`src/hw/rtl/ctre_div_cell.sv`:
```
// ctre_div_cell: one restoring division step, one quotient bit per cell,
// registered; divisor and sideband ride along. No dependencies.
module ctre_div_cell #(
    parameter int D_W = 20,
    parameter int Q_W = 31,
    parameter int S_W = 1
) (
    input  logic           i_clk,
    input  logic           i_en,
    input  logic [D_W-1:0] i_rem,
    input  logic [Q_W-1:0] i_lq,
    input  logic [D_W-1:0] i_div,
    input  logic [S_W-1:0] i_side,
    output logic [D_W-1:0] o_rem,
    output logic [Q_W-1:0] o_lq,
    output logic [D_W-1:0] o_div,
    output logic [S_W-1:0] o_side
);

    logic [D_W:0]   w_try;
    logic [D_W:0]   w_sub;
    logic           w_ge;
    logic [D_W-1:0] n_rem;
    logic [Q_W-1:0] n_lq;
    logic [D_W-1:0] r_rem;
    logic [Q_W-1:0] r_lq;
    logic [D_W-1:0] r_div;
    logic [S_W-1:0] r_side;

    always_comb begin
        w_try = {i_rem, i_lq[Q_W-1]};
        w_ge  = w_try >= {1'b0, i_div};
        w_sub = w_try - {1'b0, i_div};
        n_rem = w_ge ? w_sub[D_W-1:0] : w_try[D_W-1:0];
        n_lq  = {i_lq[Q_W-2:0], w_ge};
    end

    always_ff @(posedge i_clk) begin
        if (i_en) begin
            r_rem  <= n_rem;
            r_lq   <= n_lq;
            r_div  <= i_div;
            r_side <= i_side;
        end
    end

    assign o_rem  = r_rem;
    assign o_lq   = r_lq;
    assign o_div  = r_div;
    assign o_side = r_side;

endmodule

```
`config.mk`:
```
export PLATFORM = sky130hd
export DESIGN_NAME = ctre_div_cell
export DESIGN_NICKNAME = d
export VERILOG_FILES = /design/src/hw/rtl/ctre_div_cell.sv
export SDC_FILE = /design/constraint.sdc
export NUM_CORES = 1
export LEC_CHECK = 0
export BUFFER_PORTS_ARGS = -buffer_cell sky130_fd_sc_hd__buf_2
export CAP_MARGIN = 20
export CORE_MARGIN = 1.5
export CORE_UTILIZATION = 45
export CTS_BUF_LIST = sky130_fd_sc_hd__clkbuf_4 sky130_fd_sc_hd__clkbuf_8
export CTS_CLUSTER_DIAMETER = 50
export DETAILED_ROUTE_END_ITERATION = 8
export PLACE_DENSITY = 0.87
export SYNTH_ARGS = -nofsm -noshare
export SYNTH_HDL_FRONTEND = slang
export SYNTH_SLANG_ARGS = --single-unit
```
`constraint.sdc`:
```
create_clock -name i_clk -period 2.35 [get_ports i_clk]
set_clock_uncertainty 0.2 [all_clocks]
set_input_delay 0.235 -clock i_clk [delete_from_list [all_inputs] [get_ports i_clk]]
set_output_delay 0.235 -clock i_clk [all_outputs]
set_load 0.05 [all_outputs]
```
Yosys cells after proc, flatten, opt, wreduce, memory -nomap -nowiden
Index checks and enable logic that the tools add are counted.

storage, ports and cells
  logic and storage cells = 7
  flip-flop bits (word level) = 72

cells by class
  order comparisons = 1
  muxes and demuxes = 1
  $add $sub $neg = 1

operator list
  cell                            number
  >= comparator 21 x 20 -> 1 bit  1
  two-way mux 20 bit              1
  subtractor 20 bit               1

Longest topological paths before layout
  depth after elaboration = 2
  depth in mapped cells = 11
  mapped depth without buffers = 10

Worst setup path after synthesis
Ideal clock, no wire load.

  path kind = input to register
  start = in i_div[4]
  end = reg r_rem[12] (netlist: o_rem[12]) (data pin)
  setup time = 0.260 ns
  path slack = -0.085 ns
  cell stages on the path = 9
  arrival = 1.975 ns
  path through = inv_1 -> ha_1 -> a21o_1 -> a31oi_1 -> nand2_1 -> a311o_1 -> a21oi_4 -> inv_2 -> mux2_4

on the way
  longest elaborated chain between the ends = 2
  elaborated cells on any way between the ends = 3
  classes of those cells = add/sub (1); order compare (1); mux (1)

RTL lines
  item                            RTL line  source
  start: declaration              12        input logic [D_W-1:0] i_div,
  >= comparator 21 x 20 -> 1 bit  32        w_ge = w_try >= {1'b0, i_div};
  named net w_ge                  22        logic w_ge;
  two-way mux 20 bit              34        n_rem = w_ge ? w_sub[D_W-1:0] : w_try[D_W-1:0];
  named net n_rem[12]             23        logic [D_W-1:0] n_rem;
  end signal: assignment          40        r_rem <= n_rem;
  end: declaration                25        logic [D_W-1:0] r_rem;

The timed path passes the listed nets, and every way through them passes these cells.
A chain may end at the register's enable or synchronous reset.

Worst setup path after layout
  start = in i_div[8]
  end = reg r_rem[19] (netlist: o_rem[19]) (data pin)

on the way
  longest elaborated chain between the ends = 2
  elaborated cells on any way between the ends = 3
  classes of those cells = add/sub (1); order compare (1); mux (1)

RTL lines
  item                                                                 RTL line
  subtractor 20 bit or >= comparator 21 x 20 -> 1 bit (tied branches)  33, 32
  two-way mux 20 bit *                                                 34
  named net n_rem[19]                                                  23

Mark *: on every way through the listed nets, which the timed path passes. The rest lies on a longest branch.

==> flow_metrics.tcl <==
set metrics [dict create \
    outcome "finished clean" \
    avgSynthCellArea_sq_um 12.56 \
    powerDensity_nw_per_um2 717.1 \
    synthToLayoutAreaGrowth_pct 60.23 \
    total_power_mw 4.012 \
    met3WireLength_microns 980 \
    synth_seq_cells 72 \
    synth_edf_count 72 \
    cts_buffer_depth 2 \
    antenna_cells 0 \
    gp_congestion 0.8579 \
    grtUsageTotal_pct 28.59 \
    crit_chain "buf_2 -> inv_2 -> ha_4 -> buf_4 -> a211oi_1 -> o211ai_1 -> o2bb2ai_1 -> o31ai_1 -> xor2_1 -> mux2_4" \
    stdcell_area_sq_um 5595 \
    slew_viol_final 0 \
    tightest_slew_ns 0.4653 \
    muxShareOfSynthArea_pct 2.186 \
    fmax_ghz 0.4395 \
    cp_slowest_cell "o2bb2ai_1" \
    clk_pin_slew_ns 0.07 \
    arrival_ns 2.17 \
    num_vias 3474 \
    grt_max_degree 41 \
    grt_pass1_wl_microns 18170 \
    dr.pass1.iters 6 \
    rows 31 \
    fill_cells 410 \
    cts_buffers 9 \
    synthArstFlopShare_pct 0 \
    top_layer_used "met4" \
    critPathRequiredTime_ns 2.25 \
    synth-xor-area-share_pct 4.264 \
    die_y_microns 91.09 \
    timing.hold.ws_ns 0.01804 \
    hold_viol 0 \
    antenna_found_initial 0 \
    synth_flop_cell "edfxtp_1" \
    maxCapViolCount 0 \
    synth_adder_area_share_pct 7.739 \
    syn_inst 278 \
    crit_path_end_kind "register" \
    synthSimpleGateAreaFrac_pct 7.238 \
    dpl.hpwl_microns 7231 \
    die_area_sq_um 8297 \
    cts_root_buffer "clkbuf_8" \
    vias_per_cell 5.420 \
    cp_max_fo 4 \
    cp-start-kind "input port" \
    relSlewSlack_pct 68.98 \
    io-pin-count 146 \
    synth_top_area_share_pct 61.91 \
    synth_compound_area_share_pct 13.11 \
    core_sq_um 7370 \
    netlist_top_cells_area "edfxtp_1, ha_1, o21ai_0, nand2_1, xnor2_1" \
    critical_path_class "in2reg" \
    yosysTopAreaCell "edfxtp_1" \
    wire_per_inst_microns 18.56 \
    die_width_microns 91.09 \
    grt_overflow 0 \
    fin_nets 632 \
    post_cts_buffers 0 \
    synth.distinct_cells 40 \
    min_path_type "in2reg" \
    syn_nets 373 \
    place_area_sq_um 4763 \
    wirelength_microns 11900 \
    p_leak_nw 2.530 \
    grt_pass1_vias 3402 \
    synthTopCellsByCount "edfxtp_1, nand2_1, o21ai_0" \
    htree_levels 3 \
    synth.most_common_cell "edfxtp_1" \
    start_util_pct 47.39 \
    ys_seq_area_share_pct 61.91 \
    ant_nets 0 \
    drt_iter0_markers 257 \
    finalSetupViolations 0 \
    synth_top_family_by_area "compound AO/OA/AOI/OAI gates" \
    port_buffers 145 \
    wl_met1_microns 4535 \
    drcViolationCount 0 \
    cts_tree "done" \
    dp_slack_ns -0.2746 \
    cp_top_family "compound AO/OA/AOI/OAI gates" \
    vdd_drop_max_uv 294.2 \
    slowest_delay_ns 0.37 \
    path_buf_inv 3 \
    min_period_ns 2.275 \
    drive_gt1_share_pct 42.25 \
    synth_area_sq_um 3492 \
    dr_wl_met2_microns 6066 \
    ys.warnings.count 0 \
    setup_ws_ns 0.07470 \
    final.period_utilization_pct 96.82 \
    tns_ns 0 \
    cts.sinks 72 \
]
-- path summary, 6_finish.rpt --
check | start | to | slack (ns) | cells past startpoint
setup / recovery | i_div[8] | o_rem[19]$_DFFE_PP_ | 0.07 | 10
hold / removal | i_rem[18] | o_rem[19]$_DFFE_PP_ | 0.02 | 2
-- cells in the final DEF (no fill, tap or decap), types with 9 or more instances in the layout --
cell type and instances:
inv_1 22, a21oi_1 14, o21ai_0 25, buf_2 144, ha_1 16, buf_4 51, nor2_1 10, edfxtp_1 72
nand2_1 32, clkbuf_8 9, xnor2_1 10, dlygate4sd3_1 60
-- report_power, final --
group	leakage, nW	switching, mW	internal (mW)
Clock	0.108	0.493	0.600
Combinational	1.72	0.853	0.454
Sequential	0.704	0.0425	1.57
-- timing repair --
action	4_1_cts	5_1_grt
hold endpoints to repair	60	0
hold buffers	60	0
resized for setup	0	4
endpoints found under the setup margin	0	4
-- flip-flops by register name, summed over array words and instances (netlist names) --
name	count
o_div	20
o_lq	31
o_rem	20
o_side	1
-- stage by stage --
step | util, % | std cells
after floorplan | - | 278
after global placement | 64.63 | 565
after detailed placement | 64.63 | 565
after CTS | 75.74 | 641
after global routing | 75.93 | 641
final | 75.93 | 641
-- logic make-up (layout without fill, tap and decap cells) --
logic type	after synthesis	in the layout
compound gates	73	73
xor+xnor	17	17
fa+ha+maj	21	21
buf+inv	32	296
flops	72	72
mux	6	6
simple gates	57	57
-- routing by layer --
metal	global-route usage, %	vias up
li1	-	1541
met1	33.53	1667
met2	50.75	231
met3	6.868	35
met4	10.03	0
met5	0	-
-- final cells by class --
type / count / area, sq um / area share [%]
sequential: 72 / 2162 / 38.64
timing repair buffer: 256 / 1724 / 30.81
multi-input combinational: 174 / 1277 / 22.83
clock buffer: 9 / 123.9 / 2.214
tap: 99 / 123.9 / 2.214
clock inverter: 7 / 93.84 / 1.677
inverter: 24 / 90.09 / 1.610
(Power assumes the default switching activity.)
