**src/hw/rtl/ctre_pkg.sv**
```systemverilog
// ctre_pkg: shared widths, configuration codes and prototype coefficients
// for the crossover target response evaluator. No dependencies.
package ctre_pkg;

    localparam int FREQ_BITS_DEF = 20;
    localparam int OUT_FRAC_DEF  = 16;

    localparam int ORDER_W   = 3;
    localparam int KIND_W    = 3;
    localparam int CORNER_W  = 20;
    localparam int GAIN_W    = 20;
    localparam int CFG_IDX_W = 3;
    localparam int CFG_DAT_W = 20;
    localparam int OUT_W     = 24;

    localparam int RQ_W  = 31;
    localparam int CO_W  = 27;
    localparam int AM_W  = 26;
    localparam int NUM_W = 23;
    localparam int QB    = 33;
    localparam int NPOW  = 5;

    localparam int OUT_POS_MAX = 8388607;
    localparam int OUT_NEG_MAG = 8388608;

    localparam logic [NUM_W-1:0] Q22_ONE = 23'd4194304;
    localparam logic [RQ_W-1:0]  Q30_ONE = 31'd1073741824;

    typedef enum logic [CFG_IDX_W-1:0] {
        CFG_ORDER   = 3'd0,
        CFG_KIND    = 3'd1,
        CFG_LOWPASS = 3'd2,
        CFG_CORNER  = 3'd3,
        CFG_GAIN    = 3'd4
    } t_cfg_idx;

    localparam logic [KIND_W-1:0] KIND_BESSEL = 3'd0;
    localparam logic [KIND_W-1:0] KIND_BUTTER = 3'd1;
    localparam logic [KIND_W-1:0] KIND_CHEBY  = 3'd2;

    localparam logic [CO_W-1:0] C_ONE    = 27'd16777216;
    localparam logic [CO_W-1:0] C_TWO    = 27'd33554432;
    localparam logic [CO_W-1:0] C_FOUR   = 27'd67108864;
    localparam logic [CO_W-1:0] C_SQRT3  = 27'd29058991;
    localparam logic [CO_W-1:0] C_SQRT2  = 27'd23726566;
    localparam logic [CO_W-1:0] C_BES4_1 = 27'd53703868;
    localparam logic [CO_W-1:0] C_BES4_2 = 27'd73685533;
    localparam logic [CO_W-1:0] C_BES4_3 = 27'd52412023;
    localparam logic [CO_W-1:0] C_BUT4_1 = 27'd43838865;
    localparam logic [CO_W-1:0] C_BUT4_2 = 27'd57277415;
    localparam logic [CO_W-1:0] C_LR4_1  = 27'd47453133;

    typedef logic [NPOW-1:0][RQ_W-1:0] t_rp;

    // coefficient idx of the order n prototype, Q24
    function automatic logic [CO_W-1:0] coef(input logic [2:0] n, input logic [2:0] kind,
                                              input logic [2:0] idx);
        logic [CO_W-1:0] c;
        c = '0;
        if (idx == 3'd0 || idx == n) begin
            c = C_ONE;
        end else if (idx < n) begin
            unique case (n)
                3'd2: begin
                    if (kind == KIND_BESSEL) c = C_SQRT3;
                    else if (kind == KIND_BUTTER) c = C_SQRT2;
                    else if (kind == KIND_CHEBY) c = C_ONE;
                    else c = C_TWO;
                end
                3'd3: c = C_TWO;
                3'd4: begin
                    if (kind == KIND_BESSEL) begin
                        c = (idx == 3'd1) ? C_BES4_1 : (idx == 3'd2) ? C_BES4_2 : C_BES4_3;
                    end else if (kind == KIND_BUTTER) begin
                        c = (idx == 3'd2) ? C_BUT4_2 : C_BUT4_1;
                    end else begin
                        c = (idx == 3'd2) ? C_FOUR : C_LR4_1;
                    end
                end
                default: c = '0;
            endcase
        end
        return c;
    endfunction

endpackage

```
**src/hw/rtl/ctre_pow_cell.sv**
```systemverilog
// ctre_pow_cell: registered step of the ratio power chain, rp[IDX+1] = rp[IDX] * r
// in Q30 rounded half up. Depends on ctre_pkg.
module ctre_pow_cell #(
    parameter int IDX = 1
) (
    input  logic           i_clk,
    input  logic           i_en,
    input  ctre_pkg::t_rp  i_rp,
    input  logic           i_scaled,
    output ctre_pkg::t_rp  o_rp,
    output logic           o_scaled
);
    import ctre_pkg::*;

    logic [2*RQ_W-1:0] w_prod;
    t_rp               n_rp;
    t_rp               r_rp;
    logic              r_scaled;

    always_comb begin
        w_prod = (2*RQ_W)'(i_rp[IDX]) * (2*RQ_W)'(i_rp[1]);
        n_rp = i_rp;
        n_rp[IDX+1] = RQ_W'((w_prod + ((2*RQ_W)'(1) << (RQ_W-2))) >> (RQ_W-1));
    end

    always_ff @(posedge i_clk) begin
        if (i_en) begin
            r_rp     <= n_rp;
            r_scaled <= i_scaled;
        end
    end

    assign o_rp     = r_rp;
    assign o_scaled = r_scaled;

endmodule

```
**config.mk**
```make
export PLATFORM = sky130hd
export DESIGN_NAME = ctre_pow_cell
export DESIGN_NICKNAME = d
export VERILOG_FILES = /design/src/hw/rtl/ctre_pkg.sv /design/src/hw/rtl/ctre_pow_cell.sv
export SDC_FILE = /design/constraint.sdc
export NUM_CORES = 2
export LEC_CHECK = 0
export ABC_AREA = 1
export BUFFER_PORTS_ARGS = -buffer_cell sky130_fd_sc_hd__buf_2
export CAP_MARGIN = 40
export CORE_ASPECT_RATIO = 0.6
export CORE_UTILIZATION = 45
export CTS_CLUSTER_SIZE = 28
export DETAILED_ROUTE_END_ITERATION = 10
export PLACE_DENSITY = 0.68
export SYNTH_ARGS = -nofsm -noshare
export SYNTH_HDL_FRONTEND = slang
export SYNTH_SLANG_ARGS = --single-unit
```
**constraint.sdc**
```tcl
create_clock -name i_clk -period 11.8 [get_ports i_clk]
set_clock_uncertainty 0.15 [all_clocks]
set_input_delay 2.36 -clock i_clk [delete_from_list [all_inputs] [get_ports i_clk]]
set_output_delay 2.36 -clock i_clk [all_outputs]
set_load 0.01 [all_outputs]
```
Word-level counts from Yosys, hierarchy flattened
Index checks and enable logic that the tools add are counted.
{ "classes": {"add_sub_neg": 1, "multipliers": 1} }
{ "ops": {"columns": ["operator", "count"], "rows": [
  ["$add 61x30->61 const B", 1],
  ["$mul 31x31->61", 1]
]} }
{ "word_totals": {"ff_bits": 156, "output_inout_bits": 156, "elab_cells": 8} }

Logic depth before layout (Yosys ltp)
{ "logic_depth": {"depth_word": 2, "ltp_mapped": 31, "mapped_depth_nobuf": 29} }

Least setup slack after synthesis
OpenSTA, ideal clock, no wires.
{ "synth_path": {"kind": "in2reg", "from": "input i_rp[56] (netlist bit)", "to": "register r_rp, in the netlist o_rp[92] (data pin)", "setup_time_ns": 0.252, "t_arrival_ns": 8.417, "t_required_ns": 11.398, "path_slack_ns": 2.981, "stages": 27, "path_cell_list": "clkbuf_1 -> clkbuf_1 -> nand2_1 -> fa_1 -> fa_1 -> inv_1 -> fa_1 -> inv_1 -> fa_1 -> inv_1 -> fa_1 -> fa_1 -> fa_1 -> inv_1 -> fa_1 -> inv_1 -> ha_1 -> nand2_1 -> inv_1 -> a21oi_1 -> nand2_1 -> nand2_1 -> nand3_1 -> a21oi_1 -> nand2_1 -> nand2_1 -> nand2_1"} }
{ "synth_rtl": {"columns": ["item", "line_no", "source"], "rows": [
  ["from (decl)", "ctre_pow_cell.sv:8", "input ctre_pkg::t_rp i_rp,"],
  ["to (signal assigned)", "ctre_pow_cell.sv:28", "r_rp <= n_rp;"],
  ["to (decl)", "ctre_pow_cell.sv:17", "t_rp r_rp;"]
]} }

==> results_tabular.tex <==
\begin{tabular}{lr}
\hline
Metric & Value \\
\hline
\multicolumn{2}{l}{\textbf{Timing}} \\
\quad Final setup fails & 0 \\
\quad Setup repair after global routing missed its margin & no \\
\quad Max-slew violations & 0 \\
\quad Achievable Freq & 106 MHz \\
\quad Worst slew pin tran & 945 ps \\
\quad Final Hold Vio Count & 0 \\
\quad Worst slew margin relative to its limit & 37.0\% \\
\quad Fin crit period & 9420 ps \\
\quad Period utilisation layout & 79.8\% \\
\quad Setup TNS & 0 ps \\
\multicolumn{2}{l}{\textbf{Synth}} \\
\quad Ys Warns & 0 \\
\quad Fraction of the yosys area taken by sequential cells & 13.6\% \\
\quad Post-Synthesis Cells & between 3,000 and 4,000 \\
\quad Top post-synthesis cells by count & sky130\_fd\_sc\_hd\_\_inv\_1 (1,371), sky130\_fd\_sc\_hd\_\_nand2\_1 (868), sky130\_fd\_sc\_hd\_\_fa\_1 (748) \\
\quad Nets in the synthesized netlist & 5,135 \\
\quad Count of cell types in the netlist & 37 \\
\quad Cell area after synthesis & 34,300 sq um \\
\quad Count leader, synth & sky130\_fd\_sc\_hd\_\_inv\_1 \\
\quad Top cells by area in the synthesized netlist & sky130\_fd\_sc\_hd\_\_fa\_1 (44\%), sky130\_fd\_sc\_hd\_\_inv\_1 (15\%), sky130\_fd\_sc\_hd\_\_edfxtp\_1 (14\%) \\
\quad Most used flip-flop cell after synthesis & sky130\_fd\_sc\_hd\_\_edfxtp\_1 \\
\quad Proportion of register bits with asynchronous set or reset after synthesis & 0\% \\
\quad Biggest area consumer among synthesized cells & sky130\_fd\_sc\_hd\_\_fa\_1 \\
\quad Flops \& latches, synth & 156 \\
\quad Number of enable flip-flop cells after synthesis & between 150 and 200 \\
\quad Top cell type's share of synthesized area & a little over two fifths \\
\quad Avg Synthesized Cell Area & 8.73 sq um \\
\multicolumn{2}{l}{\textbf{Routing}} \\
\quad Count of vias placed by the detailed router & 24,889 \\
\quad Wire length reported by the detailed router & approximately 89 mm \\
\quad ANT nets after route & 0 \\
\quad Average routed wire per standard cell & 17.3 microns \\
\quad DR vias/cell & slightly below 5 \\
\quad Number of remaining DRC errors & 0 \\
\quad Drt pass-1 iters & 5 \\
\quad Number of design-rule violations left by the first detailed-router iteration & 2,065 \\
\multicolumn{2}{l}{\textbf{Clocking}} \\
\quad CTS tree & yes \\
\quad Number of buffers created by CTS & 17 \\
\quad Clk Tree Root Cell & sky130\_fd\_sc\_hd\_\_clkbuf\_16 \\
\quad Clock tree buffer depth & 2 \\
\quad Cts repair resizes & 0 \\
\quad Setup Fix Bufs, Post-CTS & 0 \\
\quad Number of hold buffers added after CTS & 0 \\
\quad CTS Sinks & 156 \\
\quad Clock-pin slew reported for the worst setup and hold paths after clock tree synthesis & 90 ps \\
\quad Number of levels in the clock H-tree & 4 \\
\multicolumn{2}{l}{\textbf{Setup path}} \\
\quad Most common cell type on the critical path & sky130\_fd\_sc\_hd\_\_fa\_1 \\
\quad Launching element of the worst setup path & i\_rp[41] \\
\quad Critical path data required time & 11,870 ps \\
\quad Master of the slowest instance on the critical path & sky130\_fd\_sc\_hd\_\_fa\_1 \\
\quad Largest fanout of any net on the critical path & 20 \\
\quad Largest stage delay, worst path & 630 ps \\
\quad Arrival time at the worst endpoint & 9490 ps \\
\quad Kind of critical path & input pin to flop \\
\quad Kind of end point of the critical path & flop \\
\quad Crit path launch type & input pin \\
\multicolumn{2}{l}{\textbf{Global routing}} \\
\quad Global-route wire length before repair & 144 mm \\
\quad Overall global routing resource usage & 24.5\% \\
\quad Via count of the first global-routing pass & approximately 26,000 \\
\quad Pin count of the biggest net entering global routing & 62 \\
\quad Antenna violations before repair & 1 \\
\quad Remaining global-route overflow & 0 \\
\quad Global-route met2 utilization & 33.2\% \\
\quad Global route hottest layer & met1 \\
\quad GR Layer Usage met3 & under 10\% \\
\quad Met1 Use GR & 39.0\% \\
\multicolumn{2}{l}{\textbf{Floorplan}} \\
\quad DIE WIDTH & between 300 and 400 microns \\
\quad I/O pin total & $\sim$310 \\
\quad Initial core utilization & 45.5\% \\
\quad Die Footprint & 77,400 sq um \\
\quad Site row count & 78 \\
\quad Floorplan core area & 75,500 sq um \\
\quad Height of the die & 216 microns \\
\multicolumn{2}{l}{\textbf{Layout}} \\
\quad Number of nets in the final layout & 5,364 \\
\quad Share of cells above drive strength 1 & 9.34\% \\
\quad Count of filler cells inserted in the layout & 7,169 \\
\quad Area Overhead vs Synth & 9.58\% \\
\multicolumn{2}{l}{\textbf{Run status}} \\
\quad Result of the run & finished clean \\
\multicolumn{2}{l}{\textbf{Run}} \\
\quad Maximum capacitance violations & 0 \\
\multicolumn{2}{l}{\textbf{Placed design}} \\
\quad HPWL after detailed placement & slightly below 80 mm \\
\quad Number of input and output port buffers inserted & 282 \\
\quad Routability Congestion & 0.978 \\
\multicolumn{2}{l}{\textbf{Min path}} \\
\quad Class of the tightest hold or removal check & input pin to flop \\
\quad Hold\_sp & i\_rp[5] \\
\hline
\end{tabular}
## critical path, delay by kind of cell
kind,cells,cell delay (ps)
adder cells (fa/ha/maj),9,4370
AO/OA/AOI/OAI,1,490
XOR/XNOR,1,510
AND/OR/NAND/NOR,7,580
buffers and inverters,8,1150
## state kept, by name (all words and copies together), names as in the netlist
signal and count:
o_rp 155, o_scaled 1
## layer usage
layer	up-vias	wire length [microns]	share of wire [%]
li1	11549	-	-
met5	-	0	0
met3	57	9260	10
met2	931	35300	40
met4	0	796	0.89
met1	12352	44000	49
## worst paths after layout
path / to / cells past startpoint
hold / removal: o_rp[5]$_DFFE_PP_ / 1
setup / recovery: o_rp[62]$_DFFE_PP_ / 26
## cell families after synthesis
kind of cell    after synthesis  share of synthesized area, %
compound gates              123                          1.98
flops                       156                          13.6
fa+ha+maj                  1044                          54.4
xor+xnor                     36                         0.918
buf+inv                    1477                          16.2
simple gates               1097                          12.9
## per-stage QoR
step           instances  utilization [%]  setup slack (ps)  hold slack (ps)  area, sq um
3_5_place_dp        5143             49.0              2020             2390        37000
3_3_place_gp        5132             48.6              1950             2390        36700
4_1_cts             5175             49.8              2550             1830        37600
6_report            5176             49.8              2380             1880        37600
2_1_floorplan       3933                -              2980             2310        34300
5_1_grt             5175             49.8              2070             1860        37600
## cell usage in the layout (no fill, tap or decap), types with 3 or more instances in the layout
cell type,netlist,final
sky130_fd_sc_hd__inv_1,1371,1371
sky130_fd_sc_hd__nand2_1,868,868
sky130_fd_sc_hd__fa_1,748,748
sky130_fd_sc_hd__ha_1,296,296
sky130_fd_sc_hd__buf_2,0,281
sky130_fd_sc_hd__edfxtp_1,156,156
sky130_fd_sc_hd__nor2_1,105,105
sky130_fd_sc_hd__a21oi_1,70,70
sky130_fd_sc_hd__nand3_1,56,56
sky130_fd_sc_hd__o21ai_0,26,26
sky130_fd_sc_hd__xor2_1,24,24
sky130_fd_sc_hd__nand4_1,19,19
sky130_fd_sc_hd__clkbuf_16,0,17
sky130_fd_sc_hd__nand2_2,14,14
sky130_fd_sc_hd__o21bai_1,13,13
sky130_fd_sc_hd__xnor2_1,12,12
sky130_fd_sc_hd__buf_4,1,12
sky130_fd_sc_hd__nor2_2,9,9
sky130_fd_sc_hd__inv_2,9,9
sky130_fd_sc_hd__buf_16,0,9
sky130_fd_sc_hd__nor3_2,7,7
sky130_fd_sc_hd__or2_2,5,5
sky130_fd_sc_hd__inv_8,0,5
sky130_fd_sc_hd__nor3_1,4,4
sky130_fd_sc_hd__a21o_1,3,3
sky130_fd_sc_hd__nor3_4,3,3
sky130_fd_sc_hd__o21ai_1,3,3
sky130_fd_sc_hd__clkinv_1,2,3
sky130_fd_sc_hd__and2_0,3,3
sky130_fd_sc_hd__inv_6,0,3
## layout make-up
class / count / area [sq um] / area share, %
clock inverter: 15 / 174 / 0.462
inverter: 1382 / 5190 / 13.8
multi-input combinational: 2300 / 24100 / 64.1
sequential: 156 / 4680 / 12.5
tap: 1000 / 1250 / 3.33
antenna: 1 / 2.50 / 0.00665
clock buffer: 17 / 425 / 1.13
timing repair buffer: 305 / 1800 / 4.77
Power is not shown: default switching activity piles up to over one toggle a cycle in this logic, so the estimate is an artifact.
